<file path="src/dsr_pkg.sv">
// Shared types and constants for the double-to-single rounding block.
package dsr_pkg;

    localparam logic [10:0] EXP_TINY_LIMIT   = 11'd897;
    localparam logic [10:0] EXP_OVF_LIMIT    = 11'd1150;
    localparam logic [10:0] EXP_NORMAL_LIMIT = 11'd1151;
    localparam logic [10:0] EXP_ALL_ONES     = 11'd2047;
    localparam logic [63:0] MAX_SINGLE_POS   = 64'h47EF_FFFF_E000_0000;
    localparam logic [63:0] MAX_SINGLE_NEG   = 64'hC7EF_FFFF_E000_0000;
    localparam logic [63:0] INF_POS          = 64'h7FF0_0000_0000_0000;
    localparam logic [63:0] INF_NEG          = 64'hFFF0_0000_0000_0000;
    localparam logic [63:0] QUIET_BIT        = 64'h0008_0000_0000_0000;
    localparam logic [63:0] SINGLE_TRUNC     = 64'hFFFF_FFFF_E000_0000;

    localparam logic [1:0] RM_NEAREST = 2'd0;
    localparam logic [1:0] RM_ZERO    = 2'd1;
    localparam logic [1:0] RM_PINF    = 2'd2;
    localparam logic [1:0] RM_NINF    = 2'd3;

    localparam logic [1:0] CFG_MODE = 2'd0;
    localparam logic [1:0] CFG_VE   = 2'd1;
    localparam logic [1:0] CFG_UE   = 2'd2;
    localparam logic [1:0] CFG_OE   = 2'd3;

    localparam logic [3:0] CLS_PZERO  = 4'd0;
    localparam logic [3:0] CLS_PNORM  = 4'd2;
    localparam logic [3:0] CLS_PDENRM = 4'd4;
    localparam logic [3:0] CLS_PINF   = 4'd6;
    localparam logic [3:0] CLS_QNAN   = 4'd8;
    localparam logic [3:0] CLS_NONE   = 4'd9;

    typedef enum logic [2:0] {
        K_PASS, K_ZERO, K_TINY, K_NORMAL, K_OVF, K_INF, K_QNAN, K_SNAN
    } t_kind;

    typedef struct packed {
        logic [63:0] operand;
        t_kind       kind;
        logic        unsup;
        logic [1:0]  mode;
        logic        ve;
    } t_work;

    typedef struct packed {
        logic [63:0] value;
        logic [3:0]  cls;
        logic        fr;
        logic        fi;
        logic        ux;
        logic        ox;
        logic        snan;
        logic        normal;
        logic        unsup;
        logic        denorm;
        logic        unord;
    } t_result;

endpackage

</file>
<file path="src/dsr_front.sv">
// Front end: accepts operands, classifies them and pushes work into the queue.
module dsr_front import dsr_pkg::*; (
    input  logic        i_clk,
    input  logic        i_rst_n,
    input  logic        i_in_valid,
    output logic        o_in_stall,
    input  logic [63:0] i_operand_value,
    input  logic [1:0]  i_mode,
    input  logic        i_ve,
    input  logic        i_ue,
    input  logic        i_oe,
    output logic        o_push,
    output t_work       o_work,
    input  logic        i_full
);
    logic [10:0] w_e;
    logic        w_magz;
    logic        w_fracz;
    t_kind       w_kind;
    logic        w_unsup;

    assign w_e     = i_operand_value[62:52];
    assign w_magz  = (i_operand_value[62:0] == 63'd0);
    assign w_fracz = (i_operand_value[51:0] == 52'd0);

    always_comb begin
        w_unsup = 1'b0;
        if (w_magz) begin
            w_kind = K_ZERO;
        end else if (w_e < EXP_TINY_LIMIT) begin
            w_kind  = K_TINY;
            w_unsup = i_ue;
        end else if (w_e < EXP_NORMAL_LIMIT) begin
            w_kind = K_NORMAL;
        end else if (w_e > EXP_OVF_LIMIT && w_e < EXP_ALL_ONES) begin
            w_kind  = K_OVF;
            w_unsup = i_oe;
        end else if (w_fracz) begin
            w_kind = K_INF;
        end else if (i_operand_value[51]) begin
            w_kind = K_QNAN;
        end else begin
            w_kind = K_SNAN;
        end
    end

    assign o_in_stall = i_full;
    assign o_push     = i_in_valid && !i_full;
    assign o_work     = '{operand: i_operand_value, kind: w_kind, unsup: w_unsup,
                          mode: i_mode, ve: i_ve};

    logic w_unused;
    assign w_unused = i_clk ^ i_rst_n;
endmodule

</file>
<file path="src/dsr_queue.sv">
// Two-entry queue between front end and back end.
module dsr_queue import dsr_pkg::*; (
    input  logic  i_clk,
    input  logic  i_rst_n,
    input  logic  i_push,
    input  t_work i_work,
    output logic  o_full,
    output logic  o_valid,
    output t_work o_work,
    input  logic  i_pop
);
    t_work      r_mem [2];
    logic       r_wp, r_rp;
    logic [1:0] r_cnt;
    logic [1:0] n_cnt;

    assign o_full  = (r_cnt == 2'd2);
    assign o_valid = (r_cnt != 2'd0);
    assign o_work  = r_mem[r_rp];
    assign n_cnt   = r_cnt + {1'b0, i_push} - {1'b0, i_pop};

    always_ff @(posedge i_clk) begin
        if (i_push) begin
            r_mem[r_wp] <= i_work;
        end
        if (!i_rst_n) begin
            r_wp  <= 1'b0;
            r_rp  <= 1'b0;
            r_cnt <= 2'd0;
        end else begin
            if (i_push) r_wp <= ~r_wp;
            if (i_pop)  r_rp <= ~r_rp;
            r_cnt <= n_cnt;
        end
    end

    a_no_overflow: assert property (@(posedge i_clk) disable iff (!i_rst_n)
        o_full |-> !i_push) else $error("push into full queue");
    a_no_underflow: assert property (@(posedge i_clk) disable iff (!i_rst_n)
        !o_valid |-> !i_pop) else $error("pop from empty queue");
    a_count_range: assert property (@(posedge i_clk) disable iff (!i_rst_n)
        r_cnt != 2'd3) else $error("queue count out of range");
endmodule

</file>
<file path="src/dsr_back.sv">
// Back end: rounds tiny operands, handles overflow, NaN and pass cases.
module dsr_back import dsr_pkg::*; (
    input  logic    i_clk,
    input  logic    i_rst_n,
    input  logic    i_valid,
    input  t_work   i_work,
    output logic    o_pop,
    output logic    o_out_valid,
    input  logic    i_out_stall,
    output t_result o_res
);
    logic [63:0] x;
    logic        sign;
    logic [10:0] e;
    logic [52:0] fr0;
    logic [10:0] n;
    logic [52:0] fsh;
    logic        g, rr, s;
    logic        lsb, gb, rb, xb, inc, any;
    logic [24:0] top;
    logic [23:0] mant;
    logic [23:0] norm;
    logic [4:0]  lz;
    logic        ovfm;
    logic [10:0] rexp;
    logic [52:0] lowmask;
    t_result     w_res;
    logic        r_valid;
    t_result     r_res;

    assign x    = i_work.operand;
    assign sign = x[63];
    assign e    = x[62:52];
    assign fr0  = {(e != 11'd0), x[51:0]};
    // shift to exponent -126: biased 897 is the floor; e=0 behaves as e=1
    assign n    = (e == 11'd0) ? 11'd896 : (EXP_TINY_LIMIT - e);
    assign fsh  = (n > 11'd53) ? 53'd0 : (fr0 >> n);

    always_comb begin
        // sticky covers every bit below the round bit
        lowmask = (n >= 11'd55) ? {53{1'b1}} : ((53'd1 << (n - 11'd2)) - 53'd1);
        g  = (n >= 11'd1) && (n <= 11'd53) && fr0[6'(n - 11'd1)];
        rr = (n >= 11'd2) && (n <= 11'd54) && fr0[6'(n - 11'd2)];
        s  = (n >= 11'd3) && ((fr0 & lowmask) != 53'd0);
        lsb = fsh[29];
        gb  = fsh[28];
        rb  = fsh[27];
        xb  = (fsh[26:0] != 27'd0) || g || rr || s;
        any = gb || rb || xb;
        unique case (i_work.mode)
            RM_NEAREST: inc = gb && (lsb || rb || xb);
            RM_PINF:    inc = !sign && any;
            RM_NINF:    inc = sign && any;
            default:    inc = 1'b0;
        endcase
        top  = {1'b0, fsh[52:29]} + {24'd0, inc};
        ovfm = top[24];
        mant = ovfm ? 24'h800000 : top[23:0];
        // leading-zero count: the highest set bit wins
        lz   = 5'd0;
        for (int i = 0; i < 24; i++) begin
            if (mant[i]) lz = 5'(23 - i);
        end
        norm = mant << lz;
        rexp = ovfm ? 11'd898 : (11'd897 - {6'd0, lz});
    end

    always_comb begin
        w_res       = '0;
        w_res.value = x;
        w_res.cls   = CLS_NONE;
        if (i_work.unsup) begin
            w_res.unsup = 1'b1;
        end else begin
            case (i_work.kind)
                K_ZERO: w_res.cls = {3'd0, sign};
                K_NORMAL: w_res.normal = 1'b1;
                K_INF: w_res.cls = CLS_PINF + {3'd0, sign};
                K_QNAN: begin
                    w_res.value = x & SINGLE_TRUNC;
                    w_res.cls   = CLS_QNAN;
                    w_res.unord = 1'b1;
                end
                K_SNAN: begin
                    w_res.snan = 1'b1;
                    if (!i_work.ve) begin
                        w_res.value = (x & SINGLE_TRUNC) | QUIET_BIT;
                        w_res.cls   = CLS_QNAN;
                        w_res.unord = 1'b1;
                    end
                end
                K_OVF: begin
                    w_res.ox = 1'b1;
                    w_res.fi = 1'b1;
                    unique case (i_work.mode)
                        RM_NEAREST: begin
                            w_res.value = sign ? INF_NEG : INF_POS;
                            w_res.cls   = CLS_PINF + {3'd0, sign};
                        end
                        RM_ZERO: begin
                            w_res.value = sign ? MAX_SINGLE_NEG : MAX_SINGLE_POS;
                            w_res.cls   = CLS_PNORM + {3'd0, sign};
                        end
                        RM_PINF: begin
                            w_res.value = sign ? MAX_SINGLE_NEG : INF_POS;
                            w_res.cls   = sign ? (CLS_PNORM + 4'd1) : CLS_PINF;
                        end
                        default: begin
                            w_res.value = sign ? INF_NEG : MAX_SINGLE_POS;
                            w_res.cls   = sign ? (CLS_PINF + 4'd1) : CLS_PNORM;
                        end
                    endcase
                end
                K_TINY: begin
                    w_res.ux = (fsh[28:0] != 29'd0) || g || rr || s;
                    w_res.fr = inc;
                    w_res.fi = any;
                    if (mant == 24'd0) begin
                        w_res.value = {sign, 63'd0};
                        w_res.cls   = {3'd0, sign};
                    end else begin
                        w_res.cls    = (mant[23] ? CLS_PNORM : CLS_PDENRM) + {3'd0, sign};
                        w_res.denorm = !mant[23];
                        w_res.value  = {sign, rexp, norm[22:0], 29'd0};
                    end
                end
                default: ;
            endcase
        end
    end

    assign o_pop       = i_valid && (!r_valid || !i_out_stall);
    assign o_out_valid = r_valid;
    assign o_res       = r_res;

    always_ff @(posedge i_clk) begin
        if (o_pop) r_res <= w_res;
        if (!i_rst_n) begin
            r_valid <= 1'b0;
        end else if (o_pop) begin
            r_valid <= 1'b1;
        end else if (!i_out_stall) begin
            r_valid <= 1'b0;
        end
    end

    a_hold: assert property (@(posedge i_clk) disable iff (!i_rst_n)
        r_valid && i_out_stall |=> r_valid && $stable(r_res))
        else $error("stalled result changed");
    a_unsup_none: assert property (@(posedge i_clk) disable iff (!i_rst_n)
        r_valid && r_res.unsup |-> r_res.cls == CLS_NONE)
        else $error("unsupported path with a class code");
endmodule

</file>
<file path="src/double_to_single_round_special_top.sv">
// Top level of the double-to-single rounding block.
// Usage: operands enter on the input channel (i_in_valid / o_in_stall,
// i_operand_value); one result per operand leaves on the output channel
// (o_out_valid / i_out_stall) with the value, class code and status flags.
// Configuration registers (rounding mode, VE, UE, OE) are written through
// i_cfg_valid / o_cfg_ready with index and data; write only while idle.
// An accepted operand is classified combinationally by the front end and
// registered in a two-entry queue; the back end then rounds it into the
// output register, which drives o_out_valid.
// Throughput: one operand per cycle when the output is not stalled; the
// back end's single output register sets this rate.
// A stalled output holds its result; the queue absorbs two more operands
// before o_in_stall rises. Reset empties the queue, drops any pending
// result and clears all configuration registers to zero.
module double_to_single_round_special_top import dsr_pkg::*; (
    input  logic        i_clk,
    input  logic        i_rst_n,
    input  logic        i_in_valid,
    output logic        o_in_stall,
    input  logic [63:0] i_operand_value,
    output logic        o_out_valid,
    input  logic        i_out_stall,
    output logic [63:0] o_result_value,
    output logic [3:0]  o_class_code,
    output logic        o_fraction_rounded,
    output logic        o_fraction_inexact,
    output logic        o_underflow_flag,
    output logic        o_overflow_flag,
    output logic        o_snan_flag,
    output logic        o_result_sign,
    output logic        o_needs_normal_path,
    output logic        o_unsupported_path,
    output logic        o_denormal_mark,
    output logic        o_unordered_mark,
    input  logic        i_cfg_valid,
    output logic        o_cfg_ready,
    input  logic [1:0]  i_cfg_index,
    input  logic [1:0]  i_cfg_data
);
    logic [1:0] r_mode;
    logic       r_ve, r_ue, r_oe;
    logic       w_push, w_full, w_qvalid, w_pop;
    t_work      w_fwork, w_qwork;
    t_result    w_res;

    assign o_cfg_ready = 1'b1;

    always_ff @(posedge i_clk) begin
        if (!i_rst_n) begin
            r_mode <= RM_NEAREST;
            r_ve   <= 1'b0;
            r_ue   <= 1'b0;
            r_oe   <= 1'b0;
        end else if (i_cfg_valid) begin
            unique case (i_cfg_index)
                CFG_MODE: r_mode <= i_cfg_data;
                CFG_VE:   r_ve   <= i_cfg_data[0];
                CFG_UE:   r_ue   <= i_cfg_data[0];
                default:  r_oe   <= i_cfg_data[0];
            endcase
        end
    end

    dsr_front u_front (
        .i_clk, .i_rst_n, .i_in_valid, .o_in_stall, .i_operand_value,
        .i_mode(r_mode), .i_ve(r_ve), .i_ue(r_ue), .i_oe(r_oe),
        .o_push(w_push), .o_work(w_fwork), .i_full(w_full)
    );

    dsr_queue u_queue (
        .i_clk, .i_rst_n, .i_push(w_push), .i_work(w_fwork), .o_full(w_full),
        .o_valid(w_qvalid), .o_work(w_qwork), .i_pop(w_pop)
    );

    dsr_back u_back (
        .i_clk, .i_rst_n, .i_valid(w_qvalid), .i_work(w_qwork), .o_pop(w_pop),
        .o_out_valid, .i_out_stall, .o_res(w_res)
    );

    assign o_result_value      = w_res.value;
    assign o_class_code        = w_res.cls;
    assign o_fraction_rounded  = w_res.fr;
    assign o_fraction_inexact  = w_res.fi;
    assign o_underflow_flag    = w_res.ux;
    assign o_overflow_flag     = w_res.ox;
    assign o_snan_flag         = w_res.snan;
    assign o_result_sign       = w_res.value[63];
    assign o_needs_normal_path = w_res.normal;
    assign o_unsupported_path  = w_res.unsup;
    assign o_denormal_mark     = w_res.denorm;
    assign o_unordered_mark    = w_res.unord;
endmodule
</file>
<file path="config.mk">
export PLATFORM = sky130hd
export DESIGN_NAME = double_to_single_round_special_top
export DESIGN_NICKNAME = d
export VERILOG_FILES = /design/src/dsr_pkg.sv /design/src/dsr_front.sv /design/src/dsr_queue.sv /design/src/dsr_back.sv /design/src/double_to_single_round_special_top.sv
export SDC_FILE = /design/constraint.sdc
export NUM_CORES = 1
export LEC_CHECK = 0
export BUFFER_PORTS_ARGS = -buffer_cell sky130_fd_sc_hd__buf_2
export CAP_MARGIN = 10
export CELL_PAD_IN_SITES_DETAIL_PLACEMENT = 1
export CELL_PAD_IN_SITES_GLOBAL_PLACEMENT = 2
export CORE_UTILIZATION = 39
export CTS_BUF_LIST = sky130_fd_sc_hd__clkbuf_8
export DETAILED_ROUTE_END_ITERATION = 16
export PLACE_DENSITY = 0.84
export SYNTH_ARGS = -nofsm -noshare
export SYNTH_HDL_FRONTEND = slang
export SYNTH_SLANG_ARGS = --single-unit
</file>
<file path="constraint.sdc">
create_clock -name i_clk -period 17 [get_ports i_clk]
set_input_delay 1.7 -clock i_clk [delete_from_list [all_inputs] [get_ports i_clk]]
set_output_delay 1.7 -clock i_clk [all_outputs]
set_load 0.01 [all_outputs]
</file>
Word-level counts from Yosys, hierarchy flattened
Memory sizes are Yosys's and may differ from the RTL's. A register that Yosys moved wholly into a read port is not among the register bits.
Cells that the tools add are included.
- add/subtract/negate cells: 11
- multipliers: 0
- divide/modulo/power cells: 0
- order comparisons: 13
- eq/ne operators: 14
- shifts and indexed selects: 3
- multiplexer cells: 72
- bitwise gates (word level): 5
- reductions and logical operators: 45
- operators by type and width (kind ; number):
    $mux W64 ; 4
    $pmux W64 S4 ; 1
    $pmux W68 S3 ; 1
    $mux W5 ; 24
    $mux W53 ; 2
    $mux W74 ; 1
    $mux W67 ; 1
    $logic_not A63 Y1 ; 1
    $mux W56 ; 1
    $and A53 B53 Y53 ; 1
    $reduce_bool A53 Y1 ; 1
    $shl A1 B11 Y53 const A ; 1
    $shr A53 B11 Y53 ; 1
    $sub A53 B1 Y53 const B ; 1
    $logic_not A52 Y1 ; 1
    $reduce_bool A29 Y1 ; 1
    $reduce_bool A27 Y1 ; 1
    $add A24 B1 Y25 ; 1
    $logic_not A24 Y1 ; 1
    $mux W24 ; 1
    $mux W3 ; 8
    $pmux W4 S6 ; 1
    $shl A24 B5 Y23 ; 1
    $ge A11 B2 Y1 const B ; 2
    other kinds (39) ; 104
- bits in registers: 87
- latch bits: 0
- RAM bits: 142
- ROM bits: 0
- input port bits: 73
- output and inout port bits: 81
- logic and storage cells: 183
- memories kept: 1
- memory list (name ; words ; width ; rd ports ; clocked after Yosys merged registers in ; write ports ; RTL line ; text):
    u_queue.r_mem ; 2 ; 71 ; 1 ; 1 ; 1 ; dsr_queue.sv:12 ; t_work r_mem [2];

Depth between registers and ports, before layout
Gate-level depths: netlist of the first run.
- depth in word-level cells: 44
- gate-level depth with buffers: 57
- gate-level depth less buffers: 41

Modules after synthesis
Synthesis of the first run repeated with hierarchy kept, for this count alone.
- cells, all modules: 2056
- area total of the unflattened synthesis: 19160.9 um^2
- by module, submodules not included (module ; times used ; cells an instance ; area an instance (um^2) ; sequential area each (um^2)):
    dsr_back ; 1 ; 1680 ; 12388.1 ; 2332.2
    dsr_queue ; 1 ; 242 ; 5705.5 ; 4364.2
    dsr_front ; 1 ; 110 ; 833.3 ; 0.0
    double_to_single_round_special_top ; 1 ; 24 ; 234.0 ; 100.1

Worst setup path after synthesis of the first run
No wires, ideal clock.
- path kind: reg-to-reg
- start: reg with a tool-made name
- end: reg u_back.r_res, in the netlist u_back.o_res[72] (data pin)
- library setup time: 0.269 ns
- data arrival time: 12.398 ns
- required time: 16.731 ns
- slack: 4.333 ns
- cell stages (with the launch flop): 55
- path buffers: 20
- period minus slack after synthesis: 12.667 ns
- path through: dfxtp_1 -> buf_6 -> buf_6 -> buf_6 -> buf_6 -> buf_6 -> clkbuf_1 -> buf_1 -> buf_1 -> buf_1 -> mux2i_1 -> ha_1 -> a21boi_1 -> buf_2 -> buf_2 -> buf_1 -> buf_1 -> ha_1 -> [19 not listed] -> ha_1 -> ha_1 -> and3_1 -> a32oi_4 -> nor3_2 -> buf_2 -> and4_1 -> o211a_1 -> buf_2 -> or4_4 -> a211oi_1 -> a21oi_1 -> buf_2 -> buf_2 -> ha_1 -> nor3b_1 -> nor3_1 -> o22ai_1
- RTL lines (item ; RTL line ; text):
    to (signal assigned) ; dsr_back.sv:137 ; if (o_pop) r_res <= w_res;
    to (decl) ; dsr_back.sv:29 ; t_result r_res;

==> results of run 1 <==
[layer usage]
metal	vias to the layer above	share of wire
met5	-	0
met4	0	0.034
met3	147	0.074
met2	805	0.45
met1	8979	0.44
li1	7927	-
[state kept, by name, summed over array words and instances (netlist names), named ones only]
| name | cells |
|---|---|
| r_ve | 1 |
| u_queue.r_mem | 142 |
| u_queue.r_cnt | 2 |
| u_back.o_out_valid | 1 |
| u_back.o_res | 77 |
| u_queue.r_rp | 1 |
| u_queue.r_wp | 1 |
| r_mode | 2 |
| r_ue | 1 |
| r_oe | 1 |
[critical path, delay by kind of cell (launching register included)]
kind / cells / cell delay (ns)
compound gates: 15 / 4.78
mux: 3 / 1.55
fa+ha+maj: 3 / 1.00
flops: 1 / 0.81
buf+inv: 3 / 0.56
xor+xnor: 1 / 0.20
simple gates: 15 / 4.04
[logic make-up after synthesis]
logic type,share of synthesized area
simple gates,0.204
compound gates,0.237
flops,0.377
mux,0.112
buf+inv,0.0366
xor+xnor,0.0252
fa+ha+maj,0.00901
other cells,0.000208
[cell type report]
cell class                      instances  area [um2]
Fill cell                            5377       25200
Multi-Input combinational cell       1596       10600
Sequential cell                       230        6800
Timing Repair Buffer                  210        1200
Tap cell                              600         751
Clock buffer                           43         592
Clock inverter                         30         199
Inverter                               24        90.1
Antenna cell                            1        2.50
[power groups by stage]
stage / combinational, W / clock, W / sequential, W
floorplan: 0.00132 / 0 / 0.000932
global placement: 0.00202 / 0 / 0.000892
detailed placement: 0.00205 / 0 / 0.000902
CTS: 0.00206 / 0.000513 / 0.000891
global route: 0.00223 / 0.000536 / 0.000901
finish: 0.00211 / 0.000499 / 0.000888
[through the flow]
step	util	worst slack (ns)
6_report	0.445	3.75
2_1_floorplan	-	4.33
3_3_place_gp	0.428	4.31
3_5_place_dp	0.428	3.96
4_1_cts	0.445	3.95
5_1_grt	0.445	3.00
[path summary, 6_finish.rpt]
check,start,to,slack (ns),cells past startpoint
setup reg to reg,flop,u_back.o_res[64],3.75,40
setup / recovery,flop,u_back.o_res[64],3.75,40
hold / removal,r_ve,u_queue.r_mem[1][0],0.47,0
hold reg to reg,r_ve,u_queue.r_mem[1][0],0.47,0
[placed cells by master (no fill, tap or decap), types with 18 or more instances in the layout]
cell type	count
sky130_fd_sc_hd__buf_4	58
sky130_fd_sc_hd__nand4_1	27
sky130_fd_sc_hd__o21ai_0	127
sky130_fd_sc_hd__nor2_1	206
sky130_fd_sc_hd__clkbuf_8	43
sky130_fd_sc_hd__and2_1	18
sky130_fd_sc_hd__edfxtp_1	219
sky130_fd_sc_hd__nand2_1	224
sky130_fd_sc_hd__a211oi_1	35
sky130_fd_sc_hd__mux2i_1	112
sky130_fd_sc_hd__xnor2_1	30
sky130_fd_sc_hd__nor3_1	51
sky130_fd_sc_hd__a31oi_1	37
sky130_fd_sc_hd__a21oi_1	118
sky130_fd_sc_hd__mux2_2	46
sky130_fd_sc_hd__inv_1	27
sky130_fd_sc_hd__o211ai_1	29
sky130_fd_sc_hd__nor4_1	33
sky130_fd_sc_hd__buf_2	152
sky130_fd_sc_hd__o221ai_1	19
sky130_fd_sc_hd__o22ai_1	37
sky130_fd_sc_hd__nand3_1	67
==> results.txt, run 1 <==
----------------------------------------------------
[Synth]
  Post-synth top area cell ... sky130_fd_sc_hd__edfxtp_1
  Number of enable flip-flop cells after synthesis ... 219
  Area share of the largest cell type after synthesis ... 0.364
  Most instantiated cells after synthesis ... 224 x sky130_fd_sc_hd__nand2_1, 219 x sky130_fd_sc_hd__edfxtp_1, 207 x sky130_fd_sc_hd__nor2_1
  Top flip-flop cell by instance count after synthesis ... sky130_fd_sc_hd__edfxtp_1
  Post-synth design cell area ... 0.0180 mm2
  Yosys warnings ... 0
  Synth Net Count ... 2,053
  Number of cells produced by synthesis ... 1,967
  Count of cell types in the netlist ... 122
  Cells taking the most area after synthesis ... sky130_fd_sc_hd__edfxtp_1 36%, sky130_fd_sc_hd__mux2i_1 6.2%, sky130_fd_sc_hd__nand2_1 4.7%, sky130_fd_sc_hd__nor2_1 4.3%, sky130_fd_sc_hd__o21ai_0 3.5%
  Flip-flop and latch count after synthesis ... 230
  Proportion of synthesized flip-flops having asynchronous set or reset ... 0
  Average size of a mapped cell ... 9.18 um2
  Post-synthesis sequential area ratio ... 0.377
  Most frequent cell after synthesis ... sky130_fd_sc_hd__nand2_1

[CTS]
  Cts-stage hold buffer count ... 0
  Cell at the root of the clock tree ... sky130_fd_sc_hd__clkbuf_8
  Clock transition at path regs ... 0.07 ns
  Max Root-Sink Buffers ... 3
  TritonCTS sink count ... 230
  # Post-CTS Setup Buffers ... 0
  TritonCTS clock tree ... built
  Clock insertion delay at the later pin of the skew report ... 0.60 ns
  # H-tree levels ... 2
  TritonCTS buffer count ... 40
  Resize count post-CTS ... 0

[Power and ir drop]
  Int Power ... 0.00175 W
  Combinational share of power ... 0.603
  Switching part of the total power ... 0.500
  Power density over the cells ... 173 mW/mm2
  Part of the total power dissipated in sequential elements ... 0.254
  Static Leakage ... 7.18 nW
  Sw power ... 0.00175 W
  Overall power consumption ... 0.00350 W
  Part of the total power dissipated in the clock network ... 0.143
  Maximum resistive drop on vdd ... 0.0000858 V

[Setup path]
  Largest stage delay on the critical path ... 0.88 ns
  Critical path data arrival time ... 13.60 ns
  Critical Path Sink Type ... flop
  WP data required ... 17.35 ns
  WS Path Type ... reg -> reg
  Largest driver fanout on the critical path ... 79
  CP max stage cell ... sky130_fd_sc_hd__mux2_4
  CP Launch Type ... flop

[Route]
  Via Count ... 17,900
  Routed via count divided by cell count ... 6.53
  Routed WL ... 74,400 um
  Initial detailed-routing violation count ... 1,506
  Wire length per cell ... 27.2 um
  Detailed-route DRC error count ... 0
  Post-detailed-route count of antenna-violating nets ... 0
  First-pass DRT Iterations ... 5

[Place]
  Estimated wirelength of the detail-placed design ... 56,000 um
  Area post-placement ... 0.0195 mm2
  Port-buffer cells ... 152
  Routability congestion estimate ... 0.961
  Placed instance count ... 2,660

[Hold path]
  Classification of the worst-slack hold path ... reg -> reg

[GRT]
  Initial antenna violation count ... 1
  Met2 track utilization from global routing ... 0.490
  Total congestion overflow after global routing ... 0
  Global-route wire length before repair ... 112,000 um
  Total routing resource utilization after global routing ... 0.312
  Global routing usage on met3 ... 0.0479
  Global routing's busiest layer ... met2
  Largest net degree at the start of global routing ... 80
  Via count of the first global-routing pass ... 18,000
  Grt met1 use ... 0.434

[Layout]
  Post-layout net count ... 2,188
  Finished Layout Cells ... 2,734
  Design Area, Final ... 0.0202 mm2
  Layout cells sized above 1 ... 0.189
  Area growth syn-to-layout ... 12.2%

[Timing]
  Max-slew violations ... 0
  Final worst path period share ... 0.779
  Min Hold Slack ... 0.465 ns
  Worst Tran Pin Value ... 1.04 ns
  Maximum clock rate ... 0.0755 GHz
  Unrepaired setup endpoints after global routing ... no
  Max-Slew Margin vs Limit ... 0.289
  Setup_tns ... 0 ns
  Final setup fails ... 0
  Final worst clock skew ... 0.0251 ns
  Final hold vios ... 0
  Time the worst path needs with I/O delays and setup ... 13.25 ns

[Die]
  Vertical extent of the die ... 217 um
  Die boundary width ... 217 um
  Starting density of the core ... 0.397
  Placeable core region ... 0.0455 mm2
  Count of pins on the block boundary ... 154
  Die footprint ... 0.0471 mm2
  Placement Rows ... 78

[Status]
  Run status ... complete, no violations

[Job]
  MaxCap Viol Count ... 0

----------------------------------------------------
Power figures use the tool's default switching activity.
==> run 2, diff against run 1 <==
clock period = 13.88 ns   (was 17 ns; I/O delays follow)
==> results.txt, run 2 (synthesized netlist as in run 1, its figures left out) <==
----------------------------------------------------
[GRT]
  Largest net degree at the start of global routing ... 80 (unchanged)
  Grt met1 use ... 0.429 (-0.00459)
  Global routing's busiest layer ... met2
  Global-route wire length before repair ... 112,000 um (-0.45%)
  Via count of the first global-routing pass ... 17,700 (-1.7%)
  Initial antenna violation count ... 0 (-1)
  Met2 track utilization from global routing ... 0.498 (+0.00841)
  Total routing resource utilization after global routing ... 0.312 (about the same)
  Global routing usage on met3 ... 0.0523 (+0.00433)
  Total congestion overflow after global routing ... 0 (unchanged)

[CTS]
  TritonCTS sink count ... 230 (unchanged)
  Cell at the root of the clock tree ... sky130_fd_sc_hd__clkbuf_8
  Cts-stage hold buffer count ... 0 (unchanged)
  Resize count post-CTS ... 0 (unchanged)
  Clock insertion delay at the later pin of the skew report ... 0.58 ns (-0.02 ns)
  Clock transition at path regs ... 0.07 ns (about the same)
  Max Root-Sink Buffers ... 3 (unchanged)
  TritonCTS buffer count ... 39 (-2.5%)
  TritonCTS clock tree ... built
  # H-tree levels ... 2 (unchanged)
  # Post-CTS Setup Buffers ... 0 (unchanged)

[Layout]
  Largest register FFs ... 142 (unchanged)
  Antenna Cells ... 0 (-1)
  Area growth syn-to-layout ... 12.3%
  Top register by number of flip-flops ... u_queue.r_mem
  Layout cells sized above 1 ... 0.189 (about the same)
  Most frequent standard cell in the layout excluding fill and tap cells ... sky130_fd_sc_hd__nand2_1
  Post-layout net count ... 2,191 (+0.14%)
  Leading cell types in the layout, fill and taps excluded ... 224 x sky130_fd_sc_hd__nand2_1, 219 x sky130_fd_sc_hd__edfxtp_1, 206 x sky130_fd_sc_hd__nor2_1, 152 x sky130_fd_sc_hd__buf_2, 127 x sky130_fd_sc_hd__o21ai_0

[Setup path]
  WP data required ... 14.18 ns (-3.17 ns)
  CP Launch Type ... flop
  Most prevalent standard cell on the critical path ... sky130_fd_sc_hd__ha_1
  CP max stage cell ... sky130_fd_sc_hd__mux2_4
  Largest driver fanout on the critical path ... 79 (unchanged)
  Worst setup slack for register-to-register paths ... 1.28 ns (-2.47 ns)
  WS Path Type ... reg -> reg
  Depth of the worst register-to-register path ... 37 (-7.5%)
  Largest stage delay on the critical path ... 0.85 ns (-0.03 ns)
  Critical Path Sink Type ... flop
  Critical path data arrival time ... 12.90 ns (-0.70 ns)

[Die]
  Die footprint ... 0.0471 mm2 (unchanged)
  Placement Rows ... 78 (unchanged)
  Starting density of the core ... 0.397 (unchanged)
  Placeable core region ... 0.0455 mm2 (unchanged)
  Die boundary width ... 217 um (unchanged)
  Vertical extent of the die ... 217 um (unchanged)
  Count of pins on the block boundary ... 154 (unchanged)

[Route]
  First-pass DRT Iterations ... 6 (+1)
  Via Count ... 17,800 (-0.11%)
  Post-detailed-route count of antenna-violating nets ... 0 (unchanged)
  Routed via count divided by cell count ... 6.52 (-0.11%)
  Initial detailed-routing violation count ... 1,827 (+21%)
  Wire length per cell ... 27.3 um (+0.26%)
  Routed WL ... 74,600 um (+0.26%)
  Detailed-route DRC error count ... 0 (unchanged)

[Job]
  MaxCap Viol Count ... 0 (unchanged)

[Timing]
  Final worst path period share ... 0.908 (+0.129)
  Setup_tns ... 0 ns (unchanged)
  Worst Tran Pin Value ... 1.24 ns (+0.203 ns)
  Max-Slew Margin vs Limit ... 0.149 (-0.139)
  Time the worst path needs with I/O delays and setup ... 12.60 ns (-0.646 ns)
  Final hold vios ... 0 (unchanged)
  Unrepaired setup endpoints after global routing ... no
  Final worst clock skew ... 0.0113 ns (-0.0138 ns)
  Max-slew violations ... 0 (unchanged)
  Setup ws final ... 1.28 ns (-2.47 ns)
  Final setup fails ... 0 (unchanged)
  Maximum clock rate ... 0.0794 GHz (+5.1%)

[Status]
  Run status ... complete, no violations

[Hold path]
  Classification of the worst-slack hold path ... reg -> reg
  Worst hold path cell count ... 0 (unchanged)

[Place]
  Pre-CTS setup slack ... 1.55 ns (-2.41 ns)
  Port-buffer cells ... 152 (unchanged)
  Routability congestion estimate ... 0.952 (-0.94%)
  Estimated wirelength of the detail-placed design ... 56,200 um (+0.35%)

[Power and ir drop]
  Maximum resistive drop on vdd ... 0.000121 V (+41%)
  Static Leakage ... 7.20 nW (+0.31%)
  Power density over the cells ... 212 mW/mm2 (+23%)

----------------------------------------------------
==> run 2: area by class of cell <==
class / count / area, um2
well taps: 600 / 751
clock inverters: 31 / 246
multi-input cells: 1596 / 10600
inverters: 24 / 90.1
flip-flops and latches: 230 / 6800
repair buffers: 214 / 1230
fillers: 5359 / 25200
clock buffers: 39 / 537
==> run 2: critical path: cells and delay by family, from the launching register on <==
kind / cells / cell delay (ns)
muxes: 3 / 1.48
and+or+nand+nor: 13 / 3.76
AOI/OAI and AO/OA: 15 / 4.77
buffers and inverters: 2 / 0.22
adders and majority gates: 4 / 1.28
DFF: 1 / 0.75
==> run 2: report_power, final <==
part / internal, W / switching (W)
combinational: 0.000829 / 0.00177
sequential: 0.00100 / 0.0000777
clock: 0.000326 / 0.000288
total: 0.00216 / 0.00213
==> run 2: path summary, 6_finish.rpt <==
kind                               to      start
setup reg to reg     u_back.o_res[57]       flop
hold / removal    u_queue.r_mem[0][1]  r_mode[0]
hold reg to reg   u_queue.r_mem[0][1]  r_mode[0]
setup / recovery     u_back.o_res[57]       flop
==> run 2: routing by layer <==
metal  vias up  part of all wire
met3       148             0.081
met5         -                 0
met1      8882              0.43
met4         0             0.031
met2       870              0.46
li1       7939                 -
==> run 2: through the flow <==
step | hold WS [ns] | std cells | utilization | instance area, um2 | total power [W]
finish | 0.472 | 2734 | 0.446 | 20300 | 0.00429
global route | 0.492 | 2734 | 0.446 | 20300 | 0.00450
CTS | 0.474 | 2733 | 0.446 | 20300 | 0.00425
detailed placement | 0.454 | 2663 | 0.428 | 19500 | 0.00362
global placement | 0.443 | 2663 | 0.428 | 19500 | 0.00358
floorplan | 0.425 | 1967 | - | 18000 | 0.00275
==> run 3, diff against run 2 <==
CELL_PAD_IN_SITES_DETAIL_PLACEMENT = 0   (was 1)
CELL_PAD_IN_SITES_GLOBAL_PLACEMENT = 1   (was 2)
CORE_UTILIZATION = 49   (was 39)
CTS_CLUSTER_DIAMETER = 30   (was default)
PLACE_DENSITY = 0.86   (was 0.84)
==> results.txt, run 3 (synthesized netlist as in run 1, its figures left out) <==
----------------------------------------------------
[Timing]
  Maximum clock rate ... 0.0790 GHz (-0.39%)
  Unrepaired setup endpoints after global routing ... no
  Time the worst path needs with I/O delays and setup ... 12.65 ns (+0.0496 ns)
  Final setup fails ... 0 (unchanged)
  Max-slew violations ... 0 (unchanged)
  Max-Slew Margin vs Limit ... 0.0598 (-0.0893)
  Final worst clock skew ... 0.0517 ns (+0.0404 ns)
  Worst Tran Pin Value ... 1.37 ns (+0.134 ns)
  Final worst path period share ... 0.911 (+0.00358)
  Min Hold Slack ... 0.472 ns (+0.0000360 ns)
  Setup_tns ... 0 ns (unchanged)
  Final hold vios ... 0 (unchanged)

[Layout]
  Finished Layout Cells ... 2,616 (-4.3%)
  Top register by number of flip-flops ... u_queue.r_mem
  Layout cells sized above 1 ... 0.199 (+0.00985)
  # fillers ... 3,222 (-40%)
  Area growth syn-to-layout ... 13.4%
  Largest register FFs ... 142 (unchanged)
  Leading cell types in the layout, fill and taps excluded ... 224 x sky130_fd_sc_hd__nand2_1, 219 x sky130_fd_sc_hd__edfxtp_1, 206 x sky130_fd_sc_hd__nor2_1, 152 x sky130_fd_sc_hd__buf_2, 127 x sky130_fd_sc_hd__o21ai_0
  Most frequent standard cell in the layout excluding fill and tap cells ... sky130_fd_sc_hd__nand2_1
  Post-layout net count ... 2,200 (+0.41%)

[Route]
  Via Count ... 18,000 (+1.0%)
  Initial detailed-routing violation count ... 2,444 (+34%)
  Post-detailed-route count of antenna-violating nets ... 0 (unchanged)
  Wire length per cell ... 26.5 um (-2.8%)
  First-pass DRT Iterations ... 6 (unchanged)
  Routed WL ... 69,400 um (-7.0%)
  Detailed-route DRC error count ... 0 (unchanged)
  Routed via count divided by cell count ... 6.89 (+5.6%)

[CTS]
  Clock insertion delay at the later pin of the skew report ... 0.66 ns (+0.08 ns)
  Max Root-Sink Buffers ... 3 (unchanged)
  TritonCTS buffer count ... 49 (+26%)
  # Post-CTS Setup Buffers ... 0 (unchanged)
  Clock transition at path regs ... 0.06 ns (about the same)
  TritonCTS sink count ... 230 (unchanged)
  Resize count post-CTS ... 0 (unchanged)
  # H-tree levels ... 2 (unchanged)
  Cell at the root of the clock tree ... sky130_fd_sc_hd__clkbuf_8
  Cts-stage hold buffer count ... 0 (unchanged)
  TritonCTS clock tree ... built

[Setup path]
  CP Launch Type ... flop
  WP data required ... 14.24 ns (+0.06 ns)
  WS Path Type ... reg -> reg
  CP max stage cell ... sky130_fd_sc_hd__a21boi_0
  Largest driver fanout on the critical path ... 79 (unchanged)
  Largest stage delay on the critical path ... 0.94 ns (+0.09 ns)
  Critical Path Sink Type ... flop
  Family of cells with the greatest summed delay on the critical path ... compound AO/OA/AOI/OAI gates
  Critical path data arrival time ... 13.01 ns (+0.11 ns)
  Count of buffer and inverter cells on the critical path ... 2 (unchanged)
  Most prevalent standard cell on the critical path ... sky130_fd_sc_hd__ha_1

[Job]
  MaxCap Viol Count ... 0 (unchanged)

[Die]
  Placeable core region ... 0.0359 mm2 (-21%)
  Placement Rows ... 69 (-12%)
  Starting density of the core ... 0.503 (+0.106)
  Count of pins on the block boundary ... 154 (unchanged)
  Die boundary width ... 194 um (-11%)
  Die footprint ... 0.0376 mm2 (-20%)
  Vertical extent of the die ... 194 um (-11%)

[GRT]
  Grt met1 use ... 0.506 (+0.0768)
  Global routing usage on met3 ... 0.0778 (+0.0255)
  Largest net degree at the start of global routing ... 80 (unchanged)
  Via count of the first global-routing pass ... 16,800 (-4.9%)
  Total routing resource utilization after global routing ... 0.361 (+0.0489)
  Global routing's busiest layer ... met2
  Total congestion overflow after global routing ... 0 (unchanged)
  Global-route wire length before repair ... 103,000 um (-7.6%)
  Initial antenna violation count ... 0 (unchanged)
  Met2 track utilization from global routing ... 0.535 (+0.0369)

[Place]
  Placed instance count ... 2,524 (-5.2%)
  Port-buffer cells ... 152 (unchanged)
  Estimated wirelength of the detail-placed design ... 51,500 um (-8.3%)
  Routability congestion estimate ... 1.01 (+6.5%)

[Power and ir drop]
  Power density over the cells ... 219 mW/mm2 (+3.3%)
  Maximum resistive drop on vdd ... 0.000147 V (+21%)
  Static Leakage ... 7.32 nW (+1.7%)

[Hold path]
  Classification of the worst-slack hold path ... reg -> reg

[Status]
  Run status ... complete, no violations

----------------------------------------------------
## run 3: where the power goes
part | switching, W | internal [W]
Combinational | 0.00173 | 0.000826
Clock | 0.000338 | 0.000503
Sequential | 0.0000802 | 0.00100
## run 3: area by class of cell
class | count | area (um2) | area share
Sequential cell | 230 | 6800 | 0.332
Timing Repair Buffer | 213 | 1220 | 0.0596
Inverter | 24 | 90.1 | 0.00440
Tap cell | 461 | 577 | 0.0282
Antenna cell | 1 | 2.50 | 0.000122
Multi-Input combinational cell | 1596 | 10600 | 0.519
Clock buffer | 51 | 702 | 0.0343
Clock inverter | 40 | 449 | 0.0220
## run 3: metal layers
| metal | wire length, um | up-vias |
|---|---|---|
| met5 | 0 | - |
| met4 | 3080 | 0 |
| li1 | - | 7982 |
| met1 | 28800 | 8631 |
| met3 | 7960 | 217 |
| met2 | 29600 | 1190 |
## run 3: through the flow
step | utilization | setup slack, ns | total power (W) | area, um2
floorplan | - | 1.21 | 0.00275 | 18000
global placement | 0.538 | 1.73 | 0.00354 | 19300
detailed placement | 0.538 | 1.70 | 0.00355 | 19300
CTS | 0.570 | 1.66 | 0.00440 | 20500
global route | 0.570 | 0.633 | 0.00468 | 20500
finish | 0.570 | 1.23 | 0.00448 | 20500
## run 3: path summary, 6_finish.rpt
| check | start | to | slack (ns) | cells after the start |
|---|---|---|---|---|
| hold / removal | r_mode[0] | u_queue.r_mem[1][1] | 0.47 | 0 |
| setup / recovery | flop | u_back.o_res[47] | 1.23 | 36 |
| setup reg to reg | flop | u_back.o_res[47] | 1.23 | 36 |
| hold reg to reg | r_mode[0] | u_queue.r_mem[1][1] | 0.47 | 0 |
## run 3: worst reg2reg max path: cells and delay by family, from the launching register on
family | cells | cell delay, ns
AOI/OAI and AO/OA | 15 | 5.09
adders and majority gates | 4 | 1.24
buffers and inverters | 2 | 0.23
DFF | 1 | 0.80
muxes | 1 | 0.89
and+or+nand+nor | 14 | 4.16
